### config.mk
export PLATFORM = sky130hd
export DESIGN_NAME = es_descriptor_parser_unit
export DESIGN_NICKNAME = d
export VERILOG_FILES = /design/src/rtl/core/esdp_pkg.sv /design/src/rtl/core/es_descriptor_parser_unit.sv /design/src/rtl/core/esdp_parser.sv /design/src/rtl/core/esdp_out_buf.sv
export SDC_FILE = /design/constraint.sdc
export NUM_CORES = 1
export LEC_CHECK = 0
export BUFFER_PORTS_ARGS = -buffer_cell sky130_fd_sc_hd__buf_4
export CAP_MARGIN = 20
export CORE_ASPECT_RATIO = 0.7
export CORE_MARGIN = 8
export CORE_UTILIZATION = 50
export CTS_BUF_LIST = sky130_fd_sc_hd__clkbuf_8
export DETAILED_ROUTE_END_ITERATION = 12
export HOLD_SLACK_MARGIN = 0.03
export PLACE_DENSITY = 0.66
export SLEW_MARGIN = 20
export SYNTH_ARGS = -nofsm -noshare
export SYNTH_HDL_FRONTEND = slang
export SYNTH_HIERARCHICAL = 1
export SYNTH_SLANG_ARGS = --single-unit
### constraint.sdc
create_clock -name i_clk -period 50.7 [get_ports i_clk]
set_input_delay 7.605 -clock i_clk [delete_from_list [all_inputs] [get_ports i_clk]]
set_output_delay 7.605 -clock i_clk [all_outputs]
set_load 0.05 [all_outputs]
### src/rtl/core/esdp_pkg.sv
// ----------------------------------------------------------------------------
// esdp_pkg
// Types and constants of the ES descriptor parser.
// ----------------------------------------------------------------------------
package esdp_pkg;

    typedef struct packed {
        logic [7:0] data_byte;
        logic       atom_end;
    } t_in_item;

    typedef struct packed {
        logic [1:0]  kind;
        logic [2:0]  error_code;
        logic [7:0]  version;
        logic [23:0] flags;
        logic [7:0]  object_type;
        logic [7:0]  stream_type;
        logic [23:0] buffer_size;
        logic [31:0] max_bitrate;
        logic [31:0] avg_bitrate;
        logic [27:0] config_len;
        logic [7:0]  config_byte;
        logic        last;
    } t_out_item;

    typedef struct packed {
        logic      valid;
        t_out_item item;
    } t_res_push;

    localparam logic [1:0] KIND_HDR  = 2'd0;
    localparam logic [1:0] KIND_BYTE = 2'd1;
    localparam logic [1:0] KIND_ERR  = 2'd2;

    localparam logic [2:0] ERR_TRUNCATED    = 3'd1;
    localparam logic [2:0] ERR_ES_SHORT     = 3'd2;
    localparam logic [2:0] ERR_CFG_TAG      = 3'd3;
    localparam logic [2:0] ERR_CFG_SHORT    = 3'd4;
    localparam logic [2:0] ERR_SPECIFIC_TAG = 3'd5;

    localparam logic [7:0] TAG_ES       = 8'h03;
    localparam logic [7:0] TAG_DEC_CFG  = 8'h04;
    localparam logic [7:0] TAG_SPECIFIC = 8'h05;

    localparam logic [27:0] ES_MIN_SIZE       = 28'd20;
    localparam logic [27:0] CFG_MIN_SIZE      = 28'd13;
    localparam logic [27:0] CFG_SPECIFIC_SIZE = 28'd15;

    localparam logic [2:0] MAX_LENGTH_BYTES = 3'd4;

endpackage

### src/rtl/core/es_descriptor_parser_unit.sv
// ----------------------------------------------------------------------------
// es_descriptor_parser_unit
// Parses the payload of an MP4 esds atom, one byte per transfer.
// ----------------------------------------------------------------------------
// Each result is registered in the output buffer, in its main register or skid entry.
// Throughput: one input byte per cycle while the input is not stalled.
// The input stalls only while the two-entry result buffer is full.
// Reset is synchronous and active low; it returns the parser to the version
// byte and empties the result buffer.
module es_descriptor_parser_unit
    import esdp_pkg::*;
(
    input  logic      i_clk,
    input  logic      i_rst_n,
    input  logic      i_in_valid,
    output logic      o_in_stall,
    input  t_in_item  i_in_item,
    output logic      o_out_valid,
    input  logic      i_out_stall,
    output t_out_item o_out_item
);

    logic      take;
    logic      full;
    t_res_push res;

    assign take       = i_in_valid && !full;
    assign o_in_stall = full;

    esdp_parser u_parser (
        .i_clk   (i_clk),
        .i_rst_n (i_rst_n),
        .i_take  (take),
        .i_item  (i_in_item),
        .o_res   (res)
    );

    esdp_out_buf u_out_buf (
        .i_clk   (i_clk),
        .i_rst_n (i_rst_n),
        .i_res   (res),
        .o_full  (full),
        .o_valid (o_out_valid),
        .i_stall (i_out_stall),
        .o_item  (o_out_item)
    );

endmodule

### src/rtl/core/esdp_parser.sv
// ----------------------------------------------------------------------------
// esdp_parser
// Byte-wise parse state and result formation for one esds payload byte.
// ----------------------------------------------------------------------------
module esdp_parser
    import esdp_pkg::*;
(
    input  logic      i_clk,
    input  logic      i_rst_n,
    input  logic      i_take,
    input  t_in_item  i_item,
    output t_res_push o_res
);

    typedef enum logic [4:0] {
        PH_VER, PH_FLAGS, PH_TAG1, PH_LEN1, PH_SKIP, PH_TAG2, PH_LEN2,
        PH_OBJ, PH_STREAM, PH_BUF, PH_MAXBR, PH_AVGBR, PH_TAG3, PH_LEN3,
        PH_DATA, PH_DONE, PH_ERR
    } t_phase;

    t_phase      r_phase, n_phase;
    logic [2:0]  r_cnt, n_cnt;
    logic [27:0] r_acc, n_acc;
    logic [2:0]  r_lcnt, n_lcnt;
    logic [7:0]  r_ver, n_ver;
    logic [23:0] r_flags, n_flags;
    logic [7:0]  r_obj, n_obj;
    logic [7:0]  r_stream, n_stream;
    logic [23:0] r_buf, n_buf;
    logic [31:0] r_maxbr, n_maxbr;
    logic [31:0] r_avgbr, n_avgbr;
    logic [27:0] r_rem, n_rem;
    logic        r_first_es, n_first_es;

    logic [7:0]  b;
    logic [27:0] acc_shift;
    logic [2:0]  lcnt_inc;
    logic        len_done;
    logic [2:0]  cnt_inc;
    logic [2:0]  cnt_dec;
    logic [27:0] rem_dec;
    logic        err;
    t_out_item   hdr;
    t_out_item   err_item;
    t_res_push   res;

    assign b         = i_item.data_byte;
    assign acc_shift = {r_acc[20:0], b[6:0]};
    assign lcnt_inc  = r_lcnt + 3'd1;
    assign len_done  = !b[7] || (lcnt_inc >= MAX_LENGTH_BYTES);
    assign cnt_inc   = r_cnt + 3'd1;
    assign cnt_dec   = r_cnt - 3'd1;
    assign rem_dec   = r_rem - 28'd1;

    always_comb begin
        hdr             = '0;
        hdr.kind        = KIND_HDR;
        hdr.version     = r_ver;
        hdr.flags       = r_flags;
        hdr.object_type = r_obj;
        hdr.stream_type = r_stream;
        hdr.buffer_size = r_buf;
        hdr.max_bitrate = r_maxbr;
        hdr.avg_bitrate = r_avgbr;
        err_item        = '0;
        err_item.kind   = KIND_ERR;
        err_item.last   = 1'b1;

        n_phase    = r_phase;
        n_cnt      = r_cnt;
        n_acc      = r_acc;
        n_lcnt     = r_lcnt;
        n_ver      = r_ver;
        n_flags    = r_flags;
        n_obj      = r_obj;
        n_stream   = r_stream;
        n_buf      = r_buf;
        n_maxbr    = r_maxbr;
        n_avgbr    = r_avgbr;
        n_rem      = r_rem;
        n_first_es = r_first_es;
        res        = '0;
        err        = 1'b0;

        unique case (r_phase)
            PH_VER: begin
                n_ver   = b;
                n_cnt   = 3'd0;
                n_phase = PH_FLAGS;
            end
            PH_FLAGS: begin
                n_flags = {r_flags[15:0], b};
                n_cnt   = cnt_inc;
                if (cnt_inc >= 3'd3) begin
                    n_phase = PH_TAG1;
                end
            end
            PH_TAG1: begin
                n_first_es = (b == TAG_ES);
                n_acc      = '0;
                n_lcnt     = '0;
                n_phase    = PH_LEN1;
            end
            PH_LEN1: begin
                n_acc  = acc_shift;
                n_lcnt = lcnt_inc;
                if (len_done) begin
                    if (r_first_es && (acc_shift < ES_MIN_SIZE)) begin
                        res.valid           = 1'b1;
                        res.item            = err_item;
                        res.item.error_code = ERR_ES_SHORT;
                        err                 = 1'b1;
                        n_phase             = PH_ERR;
                    end else begin
                        n_cnt   = r_first_es ? 3'd3 : 3'd2;
                        n_phase = PH_SKIP;
                    end
                end
            end
            PH_SKIP: begin
                n_cnt = cnt_dec;
                if (cnt_dec == 3'd0) begin
                    n_phase = PH_TAG2;
                end
            end
            PH_TAG2: begin
                if (b != TAG_DEC_CFG) begin
                    res.valid           = 1'b1;
                    res.item            = err_item;
                    res.item.error_code = ERR_CFG_TAG;
                    err                 = 1'b1;
                    n_phase             = PH_ERR;
                end else begin
                    n_acc   = '0;
                    n_lcnt  = '0;
                    n_phase = PH_LEN2;
                end
            end
            PH_LEN2: begin
                n_acc  = acc_shift;
                n_lcnt = lcnt_inc;
                if (len_done) begin
                    if (acc_shift < CFG_MIN_SIZE) begin
                        res.valid           = 1'b1;
                        res.item            = err_item;
                        res.item.error_code = ERR_CFG_SHORT;
                        err                 = 1'b1;
                        n_phase             = PH_ERR;
                    end else begin
                        n_phase = PH_OBJ;
                    end
                end
            end
            PH_OBJ: begin
                n_obj   = b;
                n_phase = PH_STREAM;
            end
            PH_STREAM: begin
                n_stream = b;
                n_cnt    = 3'd0;
                n_phase  = PH_BUF;
            end
            PH_BUF: begin
                n_buf = {r_buf[15:0], b};
                n_cnt = cnt_inc;
                if (cnt_inc >= 3'd3) begin
                    n_cnt   = 3'd0;
                    n_phase = PH_MAXBR;
                end
            end
            PH_MAXBR: begin
                n_maxbr = {r_maxbr[23:0], b};
                n_cnt   = cnt_inc;
                if (cnt_inc >= 3'd4) begin
                    n_cnt   = 3'd0;
                    n_phase = PH_AVGBR;
                end
            end
            PH_AVGBR: begin
                n_avgbr = {r_avgbr[23:0], b};
                n_cnt   = cnt_inc;
                if (cnt_inc >= 3'd4) begin
                    n_cnt = 3'd0;
                    if (r_acc >= CFG_SPECIFIC_SIZE) begin
                        n_phase = PH_TAG3;
                    end else begin
                        res.valid            = 1'b1;
                        res.item             = hdr;
                        res.item.avg_bitrate = {r_avgbr[23:0], b};
                        res.item.last        = 1'b1;
                        n_phase              = PH_DONE;
                    end
                end
            end
            PH_TAG3: begin
                if (b != TAG_SPECIFIC) begin
                    res.valid           = 1'b1;
                    res.item            = err_item;
                    res.item.error_code = ERR_SPECIFIC_TAG;
                    err                 = 1'b1;
                    n_phase             = PH_ERR;
                end else begin
                    n_acc   = '0;
                    n_lcnt  = '0;
                    n_phase = PH_LEN3;
                end
            end
            PH_LEN3: begin
                n_acc  = acc_shift;
                n_lcnt = lcnt_inc;
                if (len_done) begin
                    n_rem               = acc_shift;
                    res.valid           = 1'b1;
                    res.item            = hdr;
                    res.item.config_len = acc_shift;
                    res.item.last       = (acc_shift == 28'd0);
                    n_phase             = (acc_shift == 28'd0) ? PH_DONE : PH_DATA;
                end
            end
            PH_DATA: begin
                n_rem                = rem_dec;
                res.valid            = 1'b1;
                res.item             = '0;
                res.item.kind        = KIND_BYTE;
                res.item.config_byte = b;
                res.item.last        = (rem_dec == 28'd0);
                if (rem_dec == 28'd0) begin
                    n_phase = PH_DONE;
                end
            end
            default: begin
            end
        endcase

        if (i_item.atom_end) begin
            if (!err && (n_phase != PH_DONE) && (n_phase != PH_ERR)) begin
                res.valid           = 1'b1;
                res.item            = err_item;
                res.item.error_code = ERR_TRUNCATED;
            end
            n_phase    = PH_VER;
            n_cnt      = '0;
            n_acc      = '0;
            n_lcnt     = '0;
            n_rem      = '0;
            n_first_es = 1'b0;
        end
    end

    always_ff @(posedge i_clk) begin
        if (!i_rst_n) begin
            r_phase    <= PH_VER;
            r_cnt      <= '0;
            r_acc      <= '0;
            r_lcnt     <= '0;
            r_ver      <= '0;
            r_flags    <= '0;
            r_obj      <= '0;
            r_stream   <= '0;
            r_buf      <= '0;
            r_maxbr    <= '0;
            r_avgbr    <= '0;
            r_rem      <= '0;
            r_first_es <= 1'b0;
        end else if (i_take) begin
            r_phase    <= n_phase;
            r_cnt      <= n_cnt;
            r_acc      <= n_acc;
            r_lcnt     <= n_lcnt;
            r_ver      <= n_ver;
            r_flags    <= n_flags;
            r_obj      <= n_obj;
            r_stream   <= n_stream;
            r_buf      <= n_buf;
            r_maxbr    <= n_maxbr;
            r_avgbr    <= n_avgbr;
            r_rem      <= n_rem;
            r_first_es <= n_first_es;
        end
    end

    always_comb begin
        o_res       = res;
        o_res.valid = res.valid && i_take;
    end

endmodule

### src/rtl/core/esdp_out_buf.sv
// ----------------------------------------------------------------------------
// esdp_out_buf
// Result register with a skid entry between the parser and the output port.
// ----------------------------------------------------------------------------
module esdp_out_buf
    import esdp_pkg::*;
(
    input  logic      i_clk,
    input  logic      i_rst_n,
    input  t_res_push i_res,
    output logic      o_full,
    output logic      o_valid,
    input  logic      i_stall,
    output t_out_item o_item
);

    logic      r_main_valid;
    t_out_item r_main;
    logic      r_skid_valid;
    t_out_item r_skid;
    logic      pop;

    assign pop = r_main_valid && !i_stall;

    always_ff @(posedge i_clk) begin
        if (!i_rst_n) begin
            r_main_valid <= 1'b0;
            r_skid_valid <= 1'b0;
        end else begin
            if (pop) begin
                if (r_skid_valid) begin
                    r_main       <= r_skid;
                    r_skid_valid <= 1'b0;
                end else begin
                    r_main_valid <= i_res.valid;
                    r_main       <= i_res.item;
                end
            end else if (!r_main_valid) begin
                r_main_valid <= i_res.valid;
                r_main       <= i_res.item;
            end else if (i_res.valid) begin
                r_skid_valid <= 1'b1;
                r_skid       <= i_res.item;
            end
        end
    end

    assign o_full  = r_skid_valid;
    assign o_valid = r_main_valid;
    assign o_item  = r_main;

endmodule

==> impl_metrics.tcl <==
set metrics [dict create \
    yosysMostFrequentCell "nand2_1" \
    dpl.hpwl_um 40700 \
    grt_max_degree 125 \
    p_leak_nw 10.1 \
    slew_viol_final 0 \
    finalCriticalPeriod_ns 12.70 \
    grt.total_usage_pct 22.5 \
    totalWireLength_um 65300 \
    maxCapViolCount 0 \
    synth_top_cell_area_share_pct 43.5 \
    grt_use_met3_pct 4.78 \
    skew_ns 0.0404 \
    place_congestion 0.921 \
    dieArea_sq_mm 0.0566 \
    io_pins 193 \
    tns_ns 0 \
    avgRoutedWirePerCell_um 21.1 \
    cts_hold_buf 0 \
    synthFlopType "edfxtp_1" \
    die_y_um 201 \
    tightest_slew_ns 1.08 \
    grt_pass1_vias 17500 \
    syn_avg_cell_area_sq_um 11.1 \
    async_reset_ff_share_pct 0 \
    postSynthCellCount 2218 \
    cp.arrival_ns 12.97 \
    required_ns 50.97 \
    finish.utilization_pct 57.3 \
    path_max_fanout 73 \
    overflow 0 \
    powerDensity_mw_per_mm2 33.1 \
    post-cts-setup-buffers 0 \
    relSlewSlack_pct 25.9 \
    outcome "finished clean" \
    nNetsFinal 2384 \
    root_buffer "clkbuf_8" \
    io_buffer_count 192 \
    die_w_um 281 \
    ys_warn_count 6 \
    vdd_drop_max_uv 16.2 \
    synth_area_leader_cell "edfxtp_1" \
    ant_nets 0 \
    clockBufferDepth 3 \
    synth_edf_count 356 \
    hold_viol 0 \
    layout.cells.non_filler 3101 \
    core-area_sq_mm 0.0489 \
    yosysUniqueCellTypes 71 \
    drt_first_pass_iters 6 \
    setup_viol 0 \
    fin_crit_sh_pct 25.0 \
    start_util_pct 50.2 \
    post_drt_via_cell_ratio 5.75 \
    startpoint_type "input pin" \
    drt_iter0_drc 1761 \
    fmaxAchievable_mhz 78.8 \
    clk_latency_ns 0.67 \
    top_usage_layer "met1" \
    synthesis.area_sq_mm 0.0246 \
    drc 0 \
    rsz0062_at_grt "false" \
    syn_nets 2238 \
    rows 68 \
    cts_tree "built" \
    path_class "in -> reg" \
    drive_gt1_share_pct 21.8 \
    synth-seq-cells 562 \
    hold_class "reg -> reg" \
    antenna_found_initial 0 \
    met1_usage_pct 33.7 \
    clock_sinks 562 \
    path_clk_slew_ns 0.06 \
    cts_max_level 3 \
    synth_commonest_cells "nand2_1 (449), edfxtp_1 (356), dfxtp_1 (206), mux2_2 (178), nor2_1 (155)" \
    dp.cells 2940 \
    endpoint_kind "register" \
    area_delta_synth_final_pct 14.1 \
    antenna_cells 0 \
    synth_seq_area_share_pct 60.3 \
    vias 17800 \
    grt_pass1_wl_um 102000 \
    ys_top_cells_by_area "edfxtp_1 (44%), dfxtp_1 (17%), mux2_2 (8.2%)" \
    use_met2_pct 32.6 \
    cts_made_buffers 87 \
    ctsResizeCount 0 \
]
## flip-flops by register name, summed over array words and instances, names as in the netlist
register and cells:
u_out_buf/o_full 1, u_out_buf/o_item 178, u_out_buf/o_valid 1, u_out_buf/r_skid 178
u_parser/r_acc 28, u_parser/r_avgbr 32, u_parser/r_buf 24, u_parser/r_cnt 3
u_parser/r_first_es 1, u_parser/r_flags 24, u_parser/r_lcnt 3, u_parser/r_maxbr 32
u_parser/r_obj 8, u_parser/r_phase 5, u_parser/r_rem 28, u_parser/r_stream 8
u_parser/r_ver 8
## cell families (layout without fill, tap and decap cells)
logic type	after synthesis	count (layout)	synth area share, %
mux	203	203	9.18
fa+ha+maj	7	7	0.356
flops	562	562	60.3
compound gates	350	350	9.85
buf+inv	173	391	3.25
simple gates	916	916	16.8
xor+xnor	7	7	0.250
## path summary, 6_finish.rpt
kind	startpoint	to	slack [ns]	depth (start not counted)
worst max-delay path	i_in_item[5]	u_out_buf/r_skid[139]	38.00	11
worst min-delay path	u_parser/r_avgbr[28]	u_parser/r_avgbr[28]	0.47	2
worst max register to register	u_parser/r_rem[0]	u_out_buf/r_skid[139]	44.38	13
worst min register to register	u_parser/r_avgbr[28]	u_parser/r_avgbr[28]	0.47	2
## worst max-delay path, cell delays in order
cell,delay (ns)
buf_4,0.20
or4_1,0.61
or4b_1,0.66
a32o_1,0.35
nor2_1,0.33
nand2_1,0.16
a211oi_4,0.24
o31a_1,0.25
and4_4,0.66
buf_4,0.83
buf_4,0.92
## through the flow
stage | setup slack, ns | area [sq um] | hold WS (ns) | total power [mW]
after detailed placement | 37.39 | 26300 | 0.461 | 0.570
after floorplan | 29.27 | 24600 | 0.444 | 0.553
after global placement | 37.51 | 26300 | 0.453 | 0.570
final | 38.00 | 28000 | 0.466 | 0.929
after global routing | 37.82 | 28000 | 0.482 | 0.961
after CTS | 38.11 | 28000 | 0.469 | 0.938
## metal layers
layer | up-vias | part of all wire, %
met1 | 8844 | 48
met3 | 100 | 7.2
met4 | 0 | 2.0
met5 | - | 0
li1 | 8237 | -
met2 | 651 | 43
## area by class of cell
cell class / instances / area [sq um]
Timing Repair Buffer: 222 / 1670
Clock buffer: 93 / 1280
Tap cell: 665 / 832
Multi-Input combinational cell: 1483 / 9000
Inverter: 8 / 30.0
Clock inverter: 68 / 393
Sequential cell: 562 / 14800
Fill cell: 4140 / 20900
## power by group
part	total, mW	internal (mW)	leakage [nW]	switching [mW]
combinational	0.0647	0.0159	4.11	0.0488
clock	0.369	0.191	0.955	0.178
sequential	0.496	0.492	5.06	0.00396
total	0.929	0.698	10.1	0.231
## cells in the final DEF (no fill, tap or decap), drive strengths merged, types with 6 or more instances in the layout
cell,instances
nor3b,6
nand4,13
nor3,98
a211oi,9
mux2i,25
a22oi,40
or4,8
a21boi,149
ha,7
or3,8
inv,37
o21ai,50
and2,17
a21oi,45
dfxtp,206
nor4,24
buf,222
edfxtp,356
clkinv,33
nand3,46
o21a,6
nand2b,12
nor2,155
nor2b,53
nand2,449
a31oi,7
clkbuf,93
mux2,178
(Power assumes the default switching activity.)
